===== src/sv/bpfr_pkg.sv =====
// bpfr_pkg: shared types and constants of the bit pattern frequency ranker
// configuration register codes, reset values, sequencer states and the
// control structs between sequencer and scan unit; no dependencies
package bpfr_pkg;

  localparam int CFG_IDX_W  = 2;
  localparam int CFG_DATA_W = 7;
  localparam int CFG_LEN_W  = 4;
  localparam int GROUP_W    = 7;

  typedef enum logic [CFG_IDX_W-1:0] {
    CFG_MIN_LEN     = 2'd0,
    CFG_MAX_LEN     = 2'd1,
    CFG_GROUP_LIMIT = 2'd2
  } cfg_reg_t;

  localparam logic [CFG_LEN_W-1:0] MIN_LEN_RST     = 4'd1;
  localparam logic [CFG_LEN_W-1:0] MAX_LEN_RST     = 4'd12;
  localparam logic [GROUP_W-1:0]   GROUP_LIMIT_RST = 7'd10;
  localparam logic [GROUP_W-1:0]   GROUP_SAT       = 7'd127;

  typedef enum logic {
    OP_PUSH  = 1'b0,
    OP_FETCH = 1'b1
  } op_t;

  typedef enum logic [2:0] {
    ST_CLEAR,
    ST_IDLE,
    ST_PUSH,
    ST_SCAN_EQ,
    ST_SCAN_LOWER,
    ST_RESCAN,
    ST_SCAN_FINAL,
    ST_RESULT
  } state_t;

  typedef struct packed {
    logic [CFG_LEN_W-1:0] min_len;
    logic [CFG_LEN_W-1:0] max_len;
    logic [GROUP_W-1:0]   group_limit;
  } cfg_regs_t;

  typedef struct packed {
    logic start;
    logic stop_second;
  } scan_ctl_t;

  typedef struct packed {
    logic done;
    logic hit1;
    logic hit2;
  } scan_stat_t;

endpackage


===== src/sv/bpfr_scan.sv =====
// bpfr_scan: shared table scan unit, one count compared per cycle
// finds first and second entry equal to a count and the largest count below it
// depends on bpfr_pkg for the control structs
module bpfr_scan import bpfr_pkg::*; #(
  parameter int IDX_W      = 13,
  parameter int COUNT_BITS = 18
) (
  input  logic                  clk,
  input  logic                  rst,
  input  scan_ctl_t             ctl,
  input  logic [IDX_W:0]        from_idx,
  input  logic [COUNT_BITS-1:0] cmp_val,
  output logic                  rd_en,
  output logic [IDX_W-1:0]      rd_addr,
  input  logic [COUNT_BITS-1:0] rd_data,
  output scan_stat_t            stat,
  output logic [IDX_W-1:0]      hit_idx,
  output logic [COUNT_BITS-1:0] lower_max
);

  logic                  busy;
  logic                  pend;
  logic                  hit1;
  logic                  hit2;
  logic [IDX_W:0]        addr;
  logic [IDX_W-1:0]      pend_addr;
  logic [COUNT_BITS-1:0] cmp;
  logic                  stop;
  logic                  issue;
  logic                  finish;
  logic                  is_eq;
  logic                  is_low;

  // addr carries one extra bit so the end of the table is a plain bit test
  assign issue  = busy && !addr[IDX_W] && !(stop && hit2);
  assign finish = busy && !issue && !pend;
  assign is_eq  = pend && (rd_data == cmp);
  assign is_low = pend && (rd_data < cmp) && (rd_data > lower_max);

  assign rd_en   = issue;
  assign rd_addr = addr[IDX_W-1:0];
  assign stat    = '{done: finish, hit1: hit1, hit2: hit2};

  always_ff @(posedge clk) begin
    if (rst) begin
      busy <= 1'b0;
      pend <= 1'b0;
      hit1 <= 1'b0;
      hit2 <= 1'b0;
    end else begin
      pend <= issue;
      if (ctl.start) begin
        busy <= 1'b1;
        hit1 <= 1'b0;
        hit2 <= 1'b0;
      end else begin
        if (finish) begin
          busy <= 1'b0;
        end
        if (is_eq) begin
          if (!hit1) begin
            hit1 <= 1'b1;
          end else begin
            hit2 <= 1'b1;
          end
        end
      end
    end
  end

  always_ff @(posedge clk) begin
    pend_addr <= addr[IDX_W-1:0];
    if (ctl.start) begin
      addr      <= from_idx;
      cmp       <= cmp_val;
      stop      <= ctl.stop_second;
      lower_max <= '0;
    end else begin
      if (issue) begin
        addr <= addr + (IDX_W+1)'(1);
      end
      if (is_eq && !hit1) begin
        hit_idx <= pend_addr;
      end
      if (is_low) begin
        lower_max <= rd_data;
      end
    end
  end

endmodule


===== config.mk =====
export PLATFORM = sky130hd
export DESIGN_NAME = bpfr_scan
export DESIGN_NICKNAME = d
export VERILOG_FILES = /design/src/sv/bpfr_pkg.sv /design/src/sv/bpfr_scan.sv
export SDC_FILE = /design/constraint.sdc
export NUM_CORES = 1
export LEC_CHECK = 0
export ABC_AREA = 1
export BUFFER_PORTS_ARGS = -buffer_cell sky130_fd_sc_hd__buf_4
export CORE_MARGIN = 8
export CORE_UTILIZATION = 45
export DETAILED_ROUTE_END_ITERATION = 12
export PLACE_DENSITY = 0.69
export SLEW_MARGIN = 20
export SYNTH_ARGS = -nofsm -noshare
export SYNTH_HDL_FRONTEND = slang
export SYNTH_SLANG_ARGS = --single-unit

===== constraint.sdc =====
create_clock -name clk -period 5.91 [get_ports clk]
set_input_delay 0.591 -clock clk [delete_from_list [all_inputs] [get_ports clk]]
set_output_delay 0.591 -clock clk [all_outputs]
set_load 0.02 [all_outputs]

After elaboration in Yosys (flattened, before gate mapping)
Index checks and enable logic that the tools add are counted.

Logic and storage cells: 38. Bits of input ports: 54. Register bits: 81.

Bitwise gates (word level): 1. Add/sub/neg operators: 1. Reduce and logical (&&, ||, !) cells: 19. Mux-type cells: 4. Order comparisons: 2. Equality and inequality tests: 1.

Operator list (count): $mux 14 (2); $eq 18x18->1 (1); $gt 18x18->1 (1); $lt 18x18->1 (1); $add 14x1->14 const B (1); $logic_and 1x1->1 (9); $logic_not 1->1 (5); $reduce_and 2->1 (2); $reduce_bool 2->1 (2); $mux 1 (2); $reduce_or 2->1 (1); $not 1->1 (1).

Logic depth before layout (Yosys ltp)
Gate-level depths: netlist of the first run.

Depth in word-level cells: 8. Depth in mapped cells: 15.

Least setup slack after synthesis of the first run
OpenSTA, ideal clock, no wires.

Kind: input-to-reg. Start: input port rd_data[17]. End: register hit_idx[0], enable pin. Setup time: 400 ps. Data arrival time: 2309 ps. Stages on the path: 7. Slack: 3201 ps. Path buffers: 0. Cells stage by stage: ha_1 -> nand2_1 -> nor2_2 -> nand2_2 -> inv_2 -> nand4_1 -> nor3_1.

Longest elaborated chain between the ends: 4.

RTL lines: start, declared (line bpfr_scan.sv:15) `input logic [COUNT_BITS-1:0] rd_data,`; $eq 18x18->1 (line bpfr_scan.sv:37) `assign is_eq = pend && (rd_data == cmp);`; $logic_and 1x1->1 (line bpfr_scan.sv:37); $logic_and 1x1->1 (line bpfr_scan.sv:82) `if (is_eq && !hit1) begin`; $reduce_and 2->1 (no line); end signal, assigned (line bpfr_scan.sv:83) `hit_idx <= pend_addr;`; end, declared (line bpfr_scan.sv:17) `output logic [IDX_W-1:0] hit_idx,`.

No other way between the ends. A chain may end at the register's enable or synchronous reset.

Worst setup path after layout of the first run
Start: input port ctl[1] in the netlist's numbering. End: register addr[4], enable pin.

Longest elaborated chain between the ends: 1.

RTL lines: start, declared (line bpfr_scan.sv:10) `input scan_ctl_t ctl,`; $reduce_bool 2->1 (no line); end signal, assigned (line bpfr_scan.sv:74) `addr <= from_idx;`; end signal, assigned (line bpfr_scan.sv:80) `addr <= addr + (IDX_W+1)'(1);`; end, declared (line bpfr_scan.sv:25) `logic [IDX_W:0] addr;`.

No other way between the ends.

==> impl_metrics.csv, run 1 <==
group,metric,value,unit
die,io_pins,102,
die,die_height,112,µm
global_routing,antenna_found_initial,0,
drt,drc,0,
pwr,p_total,1.22,mW
finish,final_layout_size_suffix_gt1_share,25.1,%
place,io_buffer_count,101,
sta,rsz0062_at_grt,"false",
min_path,hold_class,"register to register",
die,initial_core_util,45.8,%
worst_setup_path,worstPathArrival,2.59,ns
worst_setup_path,r2r_slack,3.64,ns
place,dp_hpwl,7180,µm
pwr,pwr-share-comb,15.9,%
drt,vias,3154,
cts,postCtsSetupRepairBufs,0,
finish,utilization,55.8,%
global_routing,grt_max_degree,44,
global_routing,gr-total-overflow,0,
sta,min_period,2.61,ns
worst_setup_path,cp-end-kind,"register",
synthesis,ys_async_sr_fraction,0,%
synthesis,synthesis.nets,556,
pwr,p_int,0.873,mW
synthesis,synth-edff-count,46,
cts,cts_tree,"built",
synthesis,synth_warnings,0,
sta,tns,0,ns
die,core-area,9110,µm²
synthesis,postSynthAreaPerCell,8.97,µm²
synthesis,synth_largest_area_cell,"edfxtp_1",
drt,viasPerCell,4.71,
cts,root_buffer,"clkbuf_8",
synthesis,syn_inst,465,
cts,cts_hold_buf,0,
cts,cts.sinks,81,
synthesis,synth_top_area_share,33.1,%
job,drv_cap,0,
cts,cts_max_level,3,
worst_setup_path,r2r_start,"cmp[17]",
drt,ant_nets,0,
pwr,power_frac_clock,30.2,%
place,dp.cells,653,
die,rows,35,
run_status,status,"finished, final reports clean",
global_routing,grt_pass1_vias,3246,
sta,setup_viol,0,
synthesis,synth_area,4170,µm²
cts,cts_buffers,9,
pwr,power_per_cell_area,240,nW/µm²
finish,stdcell_area,5080,µm²
drt,drtIter0Drc,113,
place,place_ws,2.91,ns
finish,area_growth_syn_to_layout,21.9,%
synthesis,synth_ff_type,"edfxtp_1",
sta,final.setup.worst_slack,3.30,ns
global_routing,grt_pass1_wl,15200,µm
die,die_area,12600,µm²
sta,tightest_slew,0.781,ns
min_path,min-delay-start,"pend_addr[5]",
finish,antenna_cells,0,
drt,wl,9300,µm
synthesis,synth_seq_cells,81,
finish,layoutNonFillerInstCount,669,
drt,drtPass1Iterations,6,
cts,clock_latency,0.35,ns
worst_setup_path,cp_slowest_cell,"clkinv_1",
place,gp_congestion,0.798,
worst_setup_path,worstPathCellList,"buf_4 > clkinv_1 > nand2_1",
worst_setup_path,timing.critical_path.required,5.89,ns
pwr,power.switching,0.345,mW
worst_setup_path,criticalPathCategory,"input port to register",
pwr,p_sw_share,28.3,%
synthesis,synth_cell_types,37,
synthesis,synth.top_cells.by_count,"nand2_1 (95), inv_1 (70), nor2_1 (60), edfxtp_1 (46), ha_1 (37)",
cts,clk_pin_slew,0.09,ns
pwr,seq_power_share,53.9,%
drt,routedWlPerCell,13.9,µm
global_routing,grt_usage,15.0,%
sta,finClkSkew,0.0143,ns
cts,ctsResizeCount,0,
synthesis,synth_most_common_cell,"nand2_1",
worst_setup_path,cpPeakStageDelay,0.78,ns
pwr,p_leak,2.36,nW
worst_setup_path,crit_fanout,43,
synthesis,synth_area_leaders,"edfxtp_1 (33%), dfxtp_1 (17%), ha_1 (11%), nand2_1 (8.6%), inv_1 (6.3%)",
sta,whs,0.411,ns
place,dpl_cell_area,4900,µm²
cts,clk_path_buf_depth,2,
pwr,vdd_drop_max,158,µV
worst_setup_path,critPathLaunchType,"input port",
sta,hold_violations,0,
synthesis,yosysSeqAreaShare,49.9,%
sta,fin_crit_sh,44.1,%
worst_setup_path,crit_start,"ctl[1]",
sta,slew_headroom,47.6,%
sta,report.final.slew_viol_count,0,
die,die_w,112,µm
sta,fmax,0.383,GHz
finish,finalNetCount,644,
-- layout make-up --
| type | instances | area, µm² |
|---|---|---|
| multi-input combinational | 281 | 1630 |
| inverter | 79 | 299 |
| clock inverter | 7 | 52.6 |
| tap | 111 | 139 |
| clock buffer | 9 | 124 |
| fill | 831 | 4030 |
| sequential | 81 | 2080 |
| timing repair buffer | 101 | 758 |
-- worst paths after layout --
kind / end / cells past startpoint
hold / removal: hit_idx[5] / 0
setup / recovery: addr[4] / 3
setup reg to reg: hit_idx[4] / 8
hold reg to reg: hit_idx[5] / 0
-- state kept, by name, indices dropped and copies added, names as in the netlist --
signal and count:
cmp 18, pend 1, addr 14, lower_max 18
hit1 1, busy 1, hit2 1, stop 1
hit_idx 13, pend_addr 13
-- logic make-up after synthesis --
| logic type | count (synthesis) | share of synthesized area (%) |
|---|---|---|
| simple gates | 207 | 22.1 |
| compound gates | 34 | 4.95 |
| buf+inv | 103 | 11.3 |
| flops | 81 | 49.9 |
| fa+ha+maj | 37 | 11.1 |
| xor+xnor | 3 | 0.630 |
-- cells in the final DEF (no fill, tap or decap), types with 2 or more instances in the layout --
| cell type | Yosys | routed |
|---|---|---|
| nand4_1 | 3 | 3 |
| inv_1 | 70 | 70 |
| o21ai_0 | 8 | 8 |
| dfxtp_1 | 35 | 35 |
| nand2_2 | 4 | 4 |
| clkinvlp_4 | 0 | 3 |
| inv_2 | 3 | 3 |
| a21o_1 | 3 | 3 |
| o21ai_1 | 2 | 2 |
| nand3_1 | 28 | 28 |
| xor2_1 | 2 | 2 |
| inv_6 | 0 | 2 |
| nor2_1 | 60 | 60 |
| nor2_4 | 4 | 4 |
| o31ai_1 | 2 | 2 |
| clkinv_1 | 5 | 6 |
| buf_4 | 16 | 101 |
| nor2_2 | 6 | 6 |
| a21oi_1 | 14 | 14 |
| clkbuf_8 | 0 | 9 |
| ha_1 | 37 | 37 |
| nand2_1 | 95 | 95 |
| edfxtp_1 | 46 | 46 |
-- layer usage --
metal,global-route usage (%),part of all wire (%),up-vias
met1,18.4,46,1422
li1,-,-,1643
met4,6.03,2.0,0
met3,3.76,4.3,16
met2,24.7,48,73
met5,0,0,-
-- power groups by stage --
stage / clock network (mW) / registers (mW) / logic, mW
floorplan: 0 / 0.667 / 0.125
global placement: 0 / 0.668 / 0.190
detailed placement: 0 / 0.670 / 0.196
CTS: 0.379 / 0.657 / 0.196
global route: 0.404 / 0.661 / 0.220
finish: 0.367 / 0.657 / 0.194
-- worst max-delay path, delay by kind of cell --
family                 cells  cell delay (ns)
AND/OR/NAND/NOR            1             0.77
buffers and inverters      2             1.18
Power figures use the tool's default switching activity.
==> run 2: changes to the inputs <==
- PLACE_DENSITY: 0.69 -> 0.72
- clock period: 5.91 -> 2.22 ns (I/O delays scaled with it)
==> impl_metrics.csv, run 2 (synthesis results as in run 1) <==
group,metric,value,unit
worst_setup_path,criticalPathCategory,"register to register",
die,initial_core_util,45.8,%
global_routing,grt_pass1_vias,3292,
cts,root_buffer,"clkbuf_8",
drt,wl,9470,µm
pwr,vdd_drop_max,342,µV
worst_setup_path,timing.critical_path.required,2.27,ns
place,gp_congestion,0.837,
cts,clk_path_buf_depth,2,
sta,fmax,0.512,GHz
finish,finalNetCount,650,
drt,vias,3187,
finish,layout_commonest_cell,"buf_4",
drt,ant_nets,0,
cts,clk_pin_slew,0.09,ns
die,rows,35,
finish,biggestRegsByFlops,"cmp x18, lower_max x18, addr x14",
pwr,power_per_cell_area,654,nW/µm²
finish,fillers,811,
finish,final_cell_mix,"buf_4 (107), nand2_1 (95), inv_1 (70)",
die,die_w,112,µm
place,dpl_cell_area,4940,µm²
cts,clock_latency,0.35,ns
finish,area_growth_syn_to_layout,23.4,%
cts,postCtsSetupRepairBufs,0,
finish,final_layout_size_suffix_gt1_share,26.1,%
worst_setup_path,worstPathArrival,2.00,ns
cts,cts_max_level,3,
pwr,power_frac_clock,32.3,%
pwr,p_leak,2.41,nW
run_status,status,"finished, final reports clean",
worst_setup_path,crit_fanout,13,
drt,viasPerCell,4.72,
sta,slew_headroom,57.4,%
global_routing,grt_usage,15.4,%
sta,min_period,1.95,ns
pwr,p_sw_share,27.3,%
worst_setup_path,cp_slowest_cell,"edfxtp_1",
cts,cts.sinks,81,
sta,setup_viol,0,
sta,finClkSkew,0.0151,ns
drt,drtPass1Iterations,4,
pwr,pwr-share-comb,15.8,%
sta,tightest_slew,0.638,ns
pwr,power.switching,0.919,mW
finish,stdcell_area,5150,µm²
drt,drc,0,
pwr,p_int,2.45,mW
place,dp_hpwl,7360,µm
sta,report.final.slew_viol_count,0,
finish,antenna_cells,0,
global_routing,grt_pass1_wl,15400,µm
worst_setup_path,worstPathCellList,"inv_1 > ha_1 > nand2_1 > nor2_2 > nand2_2 > inv_2 > nand4_1 > nor3_2 > buf_4",
drt,routedWlPerCell,14.0,µm
die,die_height,112,µm
die,die_area,12600,µm²
global_routing,gr-total-overflow,0,
cts,cts_buffers,9,
finish,seqCellArea,2080,µm²
cts,cts_tree,"built",
worst_setup_path,cp-end-kind,"register",
global_routing,grt_max_degree,30,
sta,tns,0,ns
worst_setup_path,crit_family,"simple AND/OR/NAND/NOR gates",
drt,drtIter0Drc,182,
min_path,hold_class,"input port to register",
die,io_pins,102,
die,core-area,9110,µm²
place,io_buffer_count,101,
finish,multi_input_area,1620,µm²
worst_setup_path,cpPeakStageDelay,0.33,ns
sta,rsz0062_at_grt,"false",
job,drv_cap,0,
sta,hold_violations,0,
global_routing,antenna_found_initial,0,
pwr,p_total,3.37,mW
sta,fin_crit_sh,87.9,%
worst_setup_path,critPathBufInv,3,
pwr,seq_power_share,51.9,%
worst_setup_path,critPathLaunchType,"register",
-- run 2: cell count changes in the layout (fill, tap and decap cells not counted), sizes merged --
cell / delta
buf: +6
clkinv: +1
bufinv: +1
clkinvlp: -2
-- run 2: timing repair --
item | 4_1_cts | 5_1_grt
endpoints found under the hold margin | 0 | 0
endpoints found under the setup margin | 0 | 1
hold buffers | 0 | 0
gates resized for setup | 0 | 1
-- run 2: layout make-up --
class                   count  share of cell area (%)
flip-flops and latches     81                    40.5
multi-input cells         281                    31.5
repair buffers            107                    15.6
inverters                  79                    5.81
well taps                 111                    2.70
clock buffers               9                    2.41
clock inverters             7                    1.48
-- run 2: final timing paths --
| path | to | cells after the start | slack, ns | start |
|---|---|---|---|---|
| setup / recovery | hit_idx[0] | 9 | 0.27 | cmp[17] |
| setup reg to reg | hit_idx[0] | 9 | 0.27 | cmp[17] |
| hold / removal | cmp[9] | 1 | 0.04 | cmp_val[9] |
| hold reg to reg | hit_idx[5] | 0 | 0.41 | pend_addr[5] |
-- run 2: per-stage QoR --
stage	util [%]	hold slack [ns]	setup WS [ns]	cells
3_5_place_dp	54.3	0.389	0.252	659
2_1_floorplan	-	0.291	0.152	465
6_report	56.5	0.0407	0.268	675
3_3_place_gp	54.3	0.386	0.308	659
4_1_cts	56.5	0.0180	0.250	675
5_1_grt	56.5	0.0176	0.0616	675
-- run 2: power by group through the flow --
stage	Clock, mW	Combinational [mW]	Sequential (mW)
floorplan	0	0.333	1.78
global placement	0	0.511	1.78
detailed placement	0	0.534	1.78
CTS	1.11	0.535	1.75
global route	1.18	0.601	1.76
finish	1.09	0.531	1.75
-- run 2: routing by layer --
| layer | track usage [%] | routed length, µm |
|---|---|---|
| met5 | 0 | 0 |
| met4 | 7.01 | 140 |
| met3 | 3.76 | 485 |
| met2 | 27.1 | 4860 |
| met1 | 17.2 | 3990 |
