**config.mk**
```make
export PLATFORM = sky130hd
export DESIGN_NAME = bpfr_ctrl_flat
export DESIGN_NICKNAME = d
export VERILOG_FILES = /design/src/sv/bpfr_pkg.sv /design/src/sv/bpfr_if.sv /design/src/sv/bpfr_ctrl.sv /design/src/flat_wrapper.sv
export SDC_FILE = /design/constraint.sdc
export NUM_CORES = 1
export LEC_CHECK = 0
export BUFFER_PORTS_ARGS = -buffer_cell sky130_fd_sc_hd__buf_2
export CELL_PAD_IN_SITES_DETAIL_PLACEMENT = 2
export CELL_PAD_IN_SITES_GLOBAL_PLACEMENT = 2
export CORE_ASPECT_RATIO = 0.9
export CORE_MARGIN = 4
export CORE_UTILIZATION = 26
export CTS_CLUSTER_SIZE = 20
export DETAILED_ROUTE_END_ITERATION = 6
export PLACE_DENSITY_LB_ADDON = 0.1
export SYNTH_ARGS = -nofsm -noshare
export SYNTH_HDL_FRONTEND = slang
export SYNTH_SLANG_ARGS = --single-unit
```
**constraint.sdc**
```tcl
create_clock -name clk -period 2.75 [get_ports clk]
set_input_delay 0.1375 -clock clk [delete_from_list [all_inputs] [get_ports clk]]
set_output_delay 0.1375 -clock clk [all_outputs]
set_load 0.01 [all_outputs]
```
**src/sv/bpfr_pkg.sv**
```systemverilog
// bpfr_pkg: shared types and constants of the bit pattern frequency ranker
// configuration register codes, reset values, sequencer states and the
// control structs between sequencer and scan unit; no dependencies
package bpfr_pkg;

  localparam int CFG_IDX_W  = 2;
  localparam int CFG_DATA_W = 7;
  localparam int CFG_LEN_W  = 4;
  localparam int GROUP_W    = 7;

  typedef enum logic [CFG_IDX_W-1:0] {
    CFG_MIN_LEN     = 2'd0,
    CFG_MAX_LEN     = 2'd1,
    CFG_GROUP_LIMIT = 2'd2
  } cfg_reg_t;

  localparam logic [CFG_LEN_W-1:0] MIN_LEN_RST     = 4'd1;
  localparam logic [CFG_LEN_W-1:0] MAX_LEN_RST     = 4'd12;
  localparam logic [GROUP_W-1:0]   GROUP_LIMIT_RST = 7'd10;
  localparam logic [GROUP_W-1:0]   GROUP_SAT       = 7'd127;

  typedef enum logic {
    OP_PUSH  = 1'b0,
    OP_FETCH = 1'b1
  } op_t;

  typedef enum logic [2:0] {
    ST_CLEAR,
    ST_IDLE,
    ST_PUSH,
    ST_SCAN_EQ,
    ST_SCAN_LOWER,
    ST_RESCAN,
    ST_SCAN_FINAL,
    ST_RESULT
  } state_t;

  typedef struct packed {
    logic [CFG_LEN_W-1:0] min_len;
    logic [CFG_LEN_W-1:0] max_len;
    logic [GROUP_W-1:0]   group_limit;
  } cfg_regs_t;

  typedef struct packed {
    logic start;
    logic stop_second;
  } scan_ctl_t;

  typedef struct packed {
    logic done;
    logic hit1;
    logic hit2;
  } scan_stat_t;

endpackage

```
**src/sv/bpfr_if.sv**
```systemverilog
// bpfr_if: valid/ready channel interfaces of the bit pattern frequency ranker
// input request channel, ranked result channel and configuration write channel
// depends on bpfr_pkg for the configuration field widths
interface bpfr_in_if;
  logic valid;
  logic ready;
  logic op;
  logic bit_in;

  modport source (output valid, op, bit_in, input ready);
  modport sink   (input valid, op, bit_in, output ready);
  modport mon    (input valid, ready, op, bit_in);
endinterface


```
**src/sv/bpfr_ctrl.sv**
```systemverilog
// bpfr_ctrl: sequencer of the bit pattern frequency ranker
// table clearing, counter updates per pushed bit and the ranking scans per fetch
// depends on bpfr_pkg and on the interfaces in bpfr_if
module bpfr_ctrl import bpfr_pkg::*; #(
  parameter int MAX_PATTERN_LEN = 12,
  parameter int COUNT_BITS      = 18,
  localparam int IDX_W          = MAX_PATTERN_LEN + 1,
  localparam int LEN_W          = $clog2(MAX_PATTERN_LEN + 1)
) (
  input  logic                  clk,
  input  logic                  rst,
  bpfr_in_if.sink               items,
  input  cfg_regs_t             cfg,
  input  logic                  out_free,
  output logic                  res_load,
  output logic [COUNT_BITS-1:0] res_freq,
  output logic [IDX_W-1:0]      res_idx,
  output logic                  res_end,
  output logic                  res_done,
  output logic                  mem_wr_en,
  output logic [IDX_W-1:0]      mem_wr_addr,
  output logic [COUNT_BITS-1:0] mem_wr_data,
  output logic                  mem_rd_en,
  output logic [IDX_W-1:0]      mem_rd_addr,
  input  logic [COUNT_BITS-1:0] mem_rd_data,
  output scan_ctl_t             scan_ctl,
  output logic [IDX_W:0]        scan_from,
  output logic [COUNT_BITS-1:0] scan_cmp,
  input  logic                  scan_rd_en,
  input  logic [IDX_W-1:0]      scan_rd_addr,
  input  scan_stat_t            scan_stat,
  input  logic [IDX_W-1:0]      scan_hit_idx,
  input  logic [COUNT_BITS-1:0] scan_lower_max
);

  localparam int LW = ((LEN_W > CFG_LEN_W) ? LEN_W : CFG_LEN_W) + 1;

  state_t state, state_next;

  logic [IDX_W-1:0]           clr_addr;
  logic [MAX_PATTERN_LEN-1:0] recent_bits;
  logic [LEN_W-1:0]           bits_seen;
  logic [LW-1:0]              push_len;
  logic [LW-1:0]              push_hi;
  logic                       push_pend;
  logic [IDX_W-1:0]           push_addr;
  logic [COUNT_BITS-1:0]      group_count;
  logic [IDX_W:0]             scan_index;
  logic [GROUP_W-1:0]         groups_done;

  logic                       accept;
  logic                       is_push;
  logic                       is_fetch;
  logic [MAX_PATTERN_LEN:0]   shifted;
  logic [LEN_W-1:0]           bits_seen_next;
  logic [LW-1:0]              lo_len;
  logic [LW-1:0]              hi_cfg;
  logic [LW-1:0]              seen_ext;
  logic [LW-1:0]              push_hi_next;
  logic                       push_issue;
  logic                       push_finish;
  logic [IDX_W-1:0]           push_rd_addr;
  logic [COUNT_BITS-1:0]      count_inc;
  logic                       exhausted;
  logic [GROUP_W-1:0]         gd_inc;
  logic                       eq_done;
  logic                       lower_done;
  logic                       rescan_done;
  logic                       final_done;
  logic                       hit_now;
  logic                       need_final;

  assign accept   = items.valid && items.ready;
  assign is_push  = accept && (items.op == OP_PUSH);
  assign is_fetch = accept && (items.op == OP_FETCH);

  assign shifted        = {recent_bits, items.bit_in};
  assign bits_seen_next = (bits_seen == LEN_W'(MAX_PATTERN_LEN)) ? bits_seen
                                                                : bits_seen + LEN_W'(1);

  // length window for this bit: clamp the registers, then limit to bits seen
  assign lo_len       = (cfg.min_len == '0) ? LW'(1) : LW'(cfg.min_len);
  assign hi_cfg       = (LW'(cfg.max_len) > LW'(MAX_PATTERN_LEN)) ? LW'(MAX_PATTERN_LEN)
                                                                  : LW'(cfg.max_len);
  assign seen_ext     = LW'(bits_seen_next);
  assign push_hi_next = (hi_cfg < seen_ext) ? hi_cfg : seen_ext;

  assign push_issue  = (state == ST_PUSH) && (push_len <= push_hi);
  assign push_finish = (state == ST_PUSH) && !push_issue && !push_pend;
  assign count_inc   = (mem_rd_data == '1) ? mem_rd_data : mem_rd_data + COUNT_BITS'(1);

  // table index of the window of length push_len: marker bit over the value bits
  always_comb begin
    push_rd_addr = '0;
    for (int b = 0; b < MAX_PATTERN_LEN; b++) begin
      push_rd_addr[b] = recent_bits[b] && (LW'(b) < push_len);
    end
    for (int b = 0; b < IDX_W; b++) begin
      if (LW'(b) == push_len) begin
        push_rd_addr[b] = 1'b1;
      end
    end
  end

  assign exhausted   = (groups_done >= cfg.group_limit);
  assign gd_inc      = (groups_done == GROUP_SAT) ? groups_done : groups_done + GROUP_W'(1);
  assign eq_done     = (state == ST_SCAN_EQ) && scan_stat.done;
  assign lower_done  = (state == ST_SCAN_LOWER) && scan_stat.done;
  assign rescan_done = (state == ST_RESCAN) && scan_stat.done;
  assign final_done  = (state == ST_SCAN_FINAL) && scan_stat.done;
  assign hit_now     = (eq_done || rescan_done) && scan_stat.hit1;
  // last pattern of a group that is not the last group: look for a lower count
  assign need_final  = hit_now && !scan_stat.hit2 && !(gd_inc >= cfg.group_limit);

  always_comb begin
    state_next = state;
    unique case (state)
      ST_CLEAR: begin
        if (clr_addr == '1) state_next = ST_IDLE;
      end
      ST_IDLE: begin
        if (is_push) begin
          state_next = ST_PUSH;
        end else if (is_fetch) begin
          state_next = exhausted ? ST_RESULT : ST_SCAN_EQ;
        end
      end
      ST_PUSH: begin
        if (push_finish) state_next = ST_IDLE;
      end
      ST_SCAN_EQ: begin
        if (scan_stat.done) begin
          if (!scan_stat.hit1) state_next = ST_SCAN_LOWER;
          else state_next = need_final ? ST_SCAN_FINAL : ST_RESULT;
        end
      end
      ST_SCAN_LOWER: begin
        if (scan_stat.done) begin
          state_next = (scan_lower_max == '0) ? ST_RESULT : ST_RESCAN;
        end
      end
      ST_RESCAN: begin
        if (scan_stat.done) state_next = need_final ? ST_SCAN_FINAL : ST_RESULT;
      end
      ST_SCAN_FINAL: begin
        if (scan_stat.done) state_next = ST_RESULT;
      end
      ST_RESULT: begin
        if (out_free) state_next = ST_IDLE;
      end
    endcase
  end

  always_comb begin
    items.ready = (state == ST_IDLE);
    res_load    = (state == ST_RESULT) && out_free;

    mem_wr_en   = (state == ST_CLEAR) || push_pend;
    mem_wr_addr = (state == ST_CLEAR) ? clr_addr : push_addr;
    mem_wr_data = (state == ST_CLEAR) ? '0 : count_inc;
    mem_rd_en   = push_issue || scan_rd_en;
    mem_rd_addr = (state == ST_PUSH) ? push_rd_addr : scan_rd_addr;

    scan_ctl  = '{start: 1'b0, stop_second: 1'b1};
    scan_from = '0;
    scan_cmp  = group_count;
    priority if (is_fetch && !exhausted) begin
      scan_ctl.start = 1'b1;
      scan_from      = scan_index;
    end else if (eq_done && !scan_stat.hit1) begin
      scan_ctl = '{start: 1'b1, stop_second: 1'b0};
    end else if (lower_done && (scan_lower_max != '0)) begin
      scan_ctl.start = 1'b1;
      scan_cmp       = scan_lower_max;
    end else if (need_final) begin
      scan_ctl = '{start: 1'b1, stop_second: 1'b0};
    end else begin
      scan_ctl.start = 1'b0;
    end
  end

  always_ff @(posedge clk) begin
    if (rst) begin
      state       <= ST_CLEAR;
      clr_addr    <= '0;
      recent_bits <= '0;
      bits_seen   <= '0;
      push_pend   <= 1'b0;
      group_count <= '1;
      scan_index  <= '0;
      groups_done <= '0;
    end else begin
      state     <= state_next;
      push_pend <= push_issue;
      if (state == ST_CLEAR) begin
        clr_addr <= clr_addr + IDX_W'(1);
      end
      if (is_push) begin
        recent_bits <= shifted[MAX_PATTERN_LEN-1:0];
        bits_seen   <= bits_seen_next;
        group_count <= '1;
        scan_index  <= '0;
        groups_done <= '0;
      end
      if (lower_done && (scan_lower_max != '0)) begin
        group_count <= scan_lower_max;
      end
      if (hit_now) begin
        scan_index <= {1'b0, scan_hit_idx} + (IDX_W+1)'(1);
        if (!scan_stat.hit2) begin
          groups_done <= gd_inc;
        end
      end
    end
  end

  always_ff @(posedge clk) begin
    push_addr <= push_rd_addr;
    if (is_push) begin
      push_len <= lo_len;
      push_hi  <= push_hi_next;
    end else if (push_issue) begin
      push_len <= push_len + LW'(1);
    end

    priority if ((is_fetch && exhausted) || (lower_done && (scan_lower_max == '0)) ||
                 (rescan_done && !scan_stat.hit1)) begin
      // nothing left: empty result flagged as finished
      res_freq <= '0;
      res_idx  <= '0;
      res_end  <= 1'b0;
      res_done <= 1'b1;
    end else if (hit_now) begin
      res_freq <= group_count;
      res_idx  <= scan_hit_idx;
      res_end  <= !scan_stat.hit2;
      res_done <= !scan_stat.hit2 && (gd_inc >= cfg.group_limit);
    end else if (final_done) begin
      res_done <= (scan_lower_max == '0);
    end else begin
      res_done <= res_done;
    end
  end

endmodule

```
**src/flat_wrapper.sv**
```systemverilog
// flat-port wrapper written by rule: the top's interface ports become plain ports
module bpfr_ctrl_flat import bpfr_pkg::*;
#(
  parameter int MAX_PATTERN_LEN = 12,
  parameter int COUNT_BITS      = 18,
  localparam int IDX_W          = MAX_PATTERN_LEN + 1,
  localparam int LEN_W          = $clog2(MAX_PATTERN_LEN + 1)
)
  (clk, rst, cfg, out_free, res_load, res_freq, res_idx, res_end, res_done, mem_wr_en, mem_wr_addr, mem_wr_data, mem_rd_en, mem_rd_addr, mem_rd_data, scan_ctl, scan_from, scan_cmp, scan_rd_en, scan_rd_addr, scan_stat, scan_hit_idx, scan_lower_max, items_valid, items_op, items_bit_in, items_ready);
  bpfr_in_if items_i ();
  input  logic clk;
  input  logic rst;
  input  cfg_regs_t cfg;
  input  logic out_free;
  output logic res_load;
  output logic [COUNT_BITS-1:0] res_freq;
  output logic [IDX_W-1:0] res_idx;
  output logic res_end;
  output logic res_done;
  output logic mem_wr_en;
  output logic [IDX_W-1:0] mem_wr_addr;
  output logic [COUNT_BITS-1:0] mem_wr_data;
  output logic mem_rd_en;
  output logic [IDX_W-1:0] mem_rd_addr;
  input  logic [COUNT_BITS-1:0] mem_rd_data;
  output scan_ctl_t scan_ctl;
  output logic [IDX_W:0] scan_from;
  output logic [COUNT_BITS-1:0] scan_cmp;
  input  logic scan_rd_en;
  input  logic [IDX_W-1:0] scan_rd_addr;
  input  scan_stat_t scan_stat;
  input  logic [IDX_W-1:0] scan_hit_idx;
  input  logic [COUNT_BITS-1:0] scan_lower_max;
  input wire logic [$bits(items_i.valid)-1:0] items_valid;
  input wire logic [$bits(items_i.op)-1:0] items_op;
  input wire logic [$bits(items_i.bit_in)-1:0] items_bit_in;
  output wire logic [$bits(items_i.ready)-1:0] items_ready;
  assign items_i.valid = items_valid;
  assign items_i.op = items_op;
  assign items_i.bit_in = items_bit_in;
  assign items_ready = items_i.ready;
  bpfr_ctrl #(.MAX_PATTERN_LEN(MAX_PATTERN_LEN), .COUNT_BITS(COUNT_BITS)) u_core (.clk(clk), .rst(rst), .items(items_i), .cfg(cfg), .out_free(out_free), .res_load(res_load), .res_freq(res_freq), .res_idx(res_idx), .res_end(res_end), .res_done(res_done), .mem_wr_en(mem_wr_en), .mem_wr_addr(mem_wr_addr), .mem_wr_data(mem_wr_data), .mem_rd_en(mem_rd_en), .mem_rd_addr(mem_rd_addr), .mem_rd_data(mem_rd_data), .scan_ctl(scan_ctl), .scan_from(scan_from), .scan_cmp(scan_cmp), .scan_rd_en(scan_rd_en), .scan_rd_addr(scan_rd_addr), .scan_stat(scan_stat), .scan_hit_idx(scan_hit_idx), .scan_lower_max(scan_lower_max));
endmodule
```
Word level (Yosys, flattened, before mapping)
Cells that the tools add are included.
{ "classes": {"addsub": 6, "magnitude_cmp": 17, "n_eq_ne": 31, "n_mux": 58, "n_bitwise": 1, "reduce_logical": 54} }
{ "op_table": {"columns": ["operator", "count"], "rows": [
  ["18-bit two-way mux", 7],
  ["14-bit two-way mux", 3],
  ["1-bit logical AND", 33],
  ["3-bit two-way mux", 11],
  ["7-bit two-way mux", 4],
  ["13-bit two-way mux", 2],
  ["4-bit by 5-bit equality test with 1-bit output, first input constant", 5],
  ["3-bit case mux with 8 select lines", 1],
  ["1-bit two-way mux", 22],
  ["3-bit by 5-bit equality test with 1-bit output, first input constant", 4],
  ["3-bit by 5-bit less-than comparator with 1-bit output, first input constant", 4],
  ["4-bit by 5-bit less-than comparator with 1-bit output, first input constant", 4],
  ["18-bit by 1-bit adder with 18-bit output, second input constant", 1],
  ["18-bit equality test, second input constant", 1],
  ["18-bit logical NOT", 1],
  ["18-bit nonzero test", 1],
  ["4-bit two-way mux", 4],
  ["13-bit by 1-bit adder with 14-bit output, second input constant", 1],
  ["7-bit greater-or-equal comparator", 2],
  ["13-bit by 1-bit adder with 13-bit output, second input constant", 1],
  ["13-bit equality test, second input constant", 1],
  ["3-bit equality test, second input constant", 4],
  ["2-bit by 5-bit equality test with 1-bit output, first input constant", 2],
  ["1-bit by 5-bit less-than comparator with 1-bit output, first input constant", 2],
  ["other kinds (25)", 46]
]} }
{ "totals": {"register_bits": 128, "elab_cells": 183} }

Longest topological paths before layout
{ "logic_depth": {"depth_word": 10, "mapped_depth": 11, "ltp_nobuf": 11} }

Worst setup path before layout
No wires, ideal clock.
{ "synth_timing": {"path_type": "register to output", "startpoint": "register u_core.groups_done[0]", "endpoint": "output port scan_ctl[1] in the netlist's numbering", "t_arrival_ps": 2517, "required_time_ps": 2612, "path_slack_ps": 96, "stages_incl_launch_ff": 12, "path_cell_list": "dfxtp_1 ha_1 and3_1 a41oi_1 nand3_1 xnor2_1 ha_1 a41o_1 a21oi_1 o211ai_1 o31a_1 o211ai_1"} }
{ "synth_rtl": {"columns": ["item", "line", "rtl"], "rows": [
  ["start: declaration", "bpfr_ctrl.sv:49", "logic [GROUP_W-1:0] groups_done;"],
  ["start signal: assignment", "bpfr_ctrl.sv:211", "groups_done <= gd_inc;"],
  ["end: declaration", "flat_wrapper.sv:26", "output scan_ctl_t scan_ctl;"]
]} }

==> summary.md <==
| Metric | Value |
|---|---|
| EDFF count, synth | 9 |
| Via count | approximately 7500 |
| Leak | approximately 0.0043 uW |
| Pwr/cell area | approximately 460 nW/um^2 |
| Mapped Cells | 954 |
| Tmin final | about 3000 ps |
| Max-cap violations | 0 |
| Multi-input gate area | about 4400 sq um |
| CTS tree | yes |
| Max-slew violations | 0 |
| Filler Cell Count | ~3200 |
| R2R Setup Slk | 150 ps |
| Cell Chain, Critical Path | ha_4 > and3_4 > nand4_1 > buf_6 > mux2_4 > ha_4 > a31oi_4 > o211ai_1 > o31a_1 > o211ai_1 > buf_2 |
| Status | finished with violations |
| Die extent in y | 166 um |
| Internal | 3470 uW |
| Hold crit path type | in -> reg |
| Layout cells sized above 1 | 0.284 |
| Vias in the first global route | 8053 |
| Post-synth top area share | 0.328 |
| Clock Skew | 10.1 ps |
| Largest area contributor in the netlist | dfxtp_1 |
| Clock latency on the worst-skew pair | 430 ps |
| Post-DP HPWL | roughly 20000 um |
| Final cycle utilization of the critical path | 1.10 |
| Final setup viols | 2 |
| Vias per cell | 4.85 |
| Inst Count DP | around 1500 |
| Clock slew at the register clock pins of the worst setup and hold paths | 60 ps |
| GR Util met1 | 0.239 |
| H-tree lvl count | 4 |
| Initial antenna violation count | 0 |
| Final estimated routing congestion in global placement | 0.758 |
| Cell area after layout | about 9800 sq um |
| DRT iter0 DRCs | 279 |
| Top FF cell, synth | dfxtp_1 |
| Main combinational cell family by area after synthesis | simple AND/OR/NAND/NOR gates |
| Worst-Margin Slew | 1010 ps |
| Final antenna-violating net count | 0 |
| Clock power share | 0.527 |
| CTS buffer count | 17 |
| Overall power | 4560 uW |
| Die width | 183 um |
| Mux cell area share after synthesis | 0.0274 |
| Post-synth top cells | nand2_1 (236), dfxtp_1 (118), nor2_1 (90), a21oi_1 (69), clkbuf_1 (48) |
| ANT cells | 0 |
| CP startpoint kind | flip-flop |
| Area of the mapped netlist | 7210 sq um |
| Slowest CP cell | dfxtp_4 |
| Bufs on Longest Clock Path | 2 |
| Starting Density | 0.265 |
| Post-synthesis sequential area ratio | 0.365 |
| Final worst slack | -269 ps |
| Post-DP Area | approximately 8700 sq um |
| Yosys cell types | 61 |
| RSZ-0062 raised after global routing | true |
| GR Util met3 | 0.0287 |
| CP arrival | 2880 ps |
| Crit Path Category | reg -> out |
| Clock Sinks | 127 |
| Iteration count of the initial detailed-routing pass | 4 |
| Crit Path Max Fanout | 5 |
| DR DRC count | 0 |
| Async S/R FF share, synth | 0 |
| Gr usage total | 0.179 |
| Most common cell in the netlist | nand2_1 |
| Compound-Gate Fraction of Synth Area | 0.154 |
| Wire length per cell | 17.9 um |
| Critical Path RT | 2610 ps |
| Final Instance Count excl. Fillers | approximately 1500 |
| Switching pwr | 1090 uW |
| Flop pwr share | 0.410 |
| Grt ovf | 0 |
| #FFs+latches synth | about 130 |
| FF+latch area | between 2000 and 3000 sq um |
| Top cells by area in the synthesized netlist | dfxtp_1 (33%), nand2_1 (12%), ha_1 (5.2%), a21oi_1 (4.8%), nor2_1 (4.7%) |
| Synth Warn # | 0 |
| Root Buffer | clkbuf_16 |
| Die area | 30400 sq um |
| Mapped Nets | around 1100 |
| Setup_tns | -487 ps |
| Fmax | around 0.33 GHz |
| First-pass GRT wire length | around 44000 um |
| P&R area growth vs syn | 36.4% |
| Failing checks | setup timing |
| Routed WL | 27600 um |
| I/O pin total | 202 |
| Max stage delay on crit path | 360 ps |
| Adder-Cell Fraction of Synth Area | 0.0521 |
| Synthesized area per cell | 7.55 sq um |
| Synth Area in Simple Gates | 0.306 |
| GR met2 Demand/Resource | 0.304 |
| Max transition margin | 0.327 |
| Pin count of the biggest net entering global routing | 48 |
| GRT busiest layer | met2 |
| Number of port buffers | 201 |
| Peak supply drop | 0.339 mV |
| Placeable Area | 27200 sq um |
| Number of core rows | 57 |
| Post-Synth XOR/XNOR Area | 0.0511 |
| Hold Fails Final Rpt | 0 |
| Fin nets | approximately 1300 |
| Combinational share of power | 0.062 |
| CP endpoint kind | output pin |
| Switching Fraction | 0.238 |
-- worst max-delay path: cells and delay by family, from the launching register on --
kind,cells,cell delay (ps)
and+or+nand+nor,2,310
AOI/OAI and AO/OA,4,730
adders and majority gates,2,410
DFF,1,360
buffers and inverters,2,340
muxes,1,310
-- sequential cells by signal, summed over array words and instances (netlist names), 4 cells and up --
| signal | cells |
|---|---|
| u_core.bits_seen | 4 |
| u_core.clr_addr | 13 |
| u_core.group_count | 18 |
| u_core.groups_done | 7 |
| u_core.push_addr | 13 |
| u_core.push_hi | 4 |
| u_core.push_len | 5 |
| u_core.recent_bits | 12 |
| u_core.res_freq | 18 |
| u_core.res_idx | 13 |
| u_core.scan_index | 14 |
-- final timing paths --
kind	start	to	cells after the start
worst max-delay path	u_core.groups_done[0]	scan_ctl[1]	11
worst min-delay path	scan_hit_idx[8]	u_core.res_idx[8]	3
worst max register to register	u_core.groups_done[0]	u_core.state[0]	13
worst min register to register	u_core.res_idx[5]	u_core.res_idx[5]	2
-- kinds of logic (layout without fill, tap and decap cells) --
family          after synthesis  after routing
fa+ha+maj                    30             30
mux                          18             18
buf+inv                      81            316
flops                       127            127
compound gates              172            172
simple gates                484            484
xor+xnor                     42             42
-- repair_timing --
| action | in CTS | in global routing |
|---|---|---|
| hold buffers | 18 | 0 |
| hold endpoints to repair | 18 | 0 |
| buffers inserted | 7 | 3 |
| gates cloned | 1 | 0 |
| endpoints found under the setup margin | 16 | 16 |
| resized for setup | 48 | 10 |
| pin swaps | 16 | 7 |
-- per-stage QoR --
step	util	worst slack [ps]	hold slack (ps)
4_1_cts	0.360	-260	1.84
5_1_grt	0.362	-417	17.5
3_5_place_dp	0.320	-80.6	386
2_1_floorplan	-	95.8	273
3_3_place_gp	0.320	30.8	387
6_report	0.362	-269	15.5
-- power groups by stage --
stage | Combinational (uW) | Sequential (uW) | Clock (uW)
3_5_place_dp | 260 | 1910 | 0
3_3_place_gp | 255 | 1910 | 0
2_1_floorplan | 114 | 1910 | 0
5_1_grt | 319 | 1870 | 2530
6_report | 284 | 1870 | 2400
4_1_cts | 287 | 1870 | 2470
-- area by class of cell --
| class | count | share of cell area |
|---|---|---|
| multi-input combinational | 746 | 0.450 |
| sequential | 127 | 0.269 |
| timing repair buffer | 261 | 0.164 |
| clock buffer | 19 | 0.0461 |
| tap | 354 | 0.0451 |
| clock inverter | 12 | 0.0162 |
| inverter | 24 | 0.00916 |
-- layer usage --
metal	routed length, um	vias up	share of wire
met5	0	-	0
met4	255	0	0.0092
met3	818	16	0.030
met2	13300	106	0.48
met1	13200	3645	0.48
li1	-	3709	-
-- placed cells by master (no fill, tap or decap), types with 18 or more instances in the layout --
cell type,Yosys,layout
dlygate4sd3_1,0,18
o21bai_1,18,18
buf_4,0,36
a21oi_1,69,66
buf_2,7,189
nand2_1,236,236
nor3_1,33,33
xnor2_1,25,25
dfxtp_1,118,114
nor2_1,90,89
inv_1,23,22
o21ai_0,21,21
nand3_1,28,26
ha_1,30,26
No activity file was read; power rests on OpenSTA's default activity.
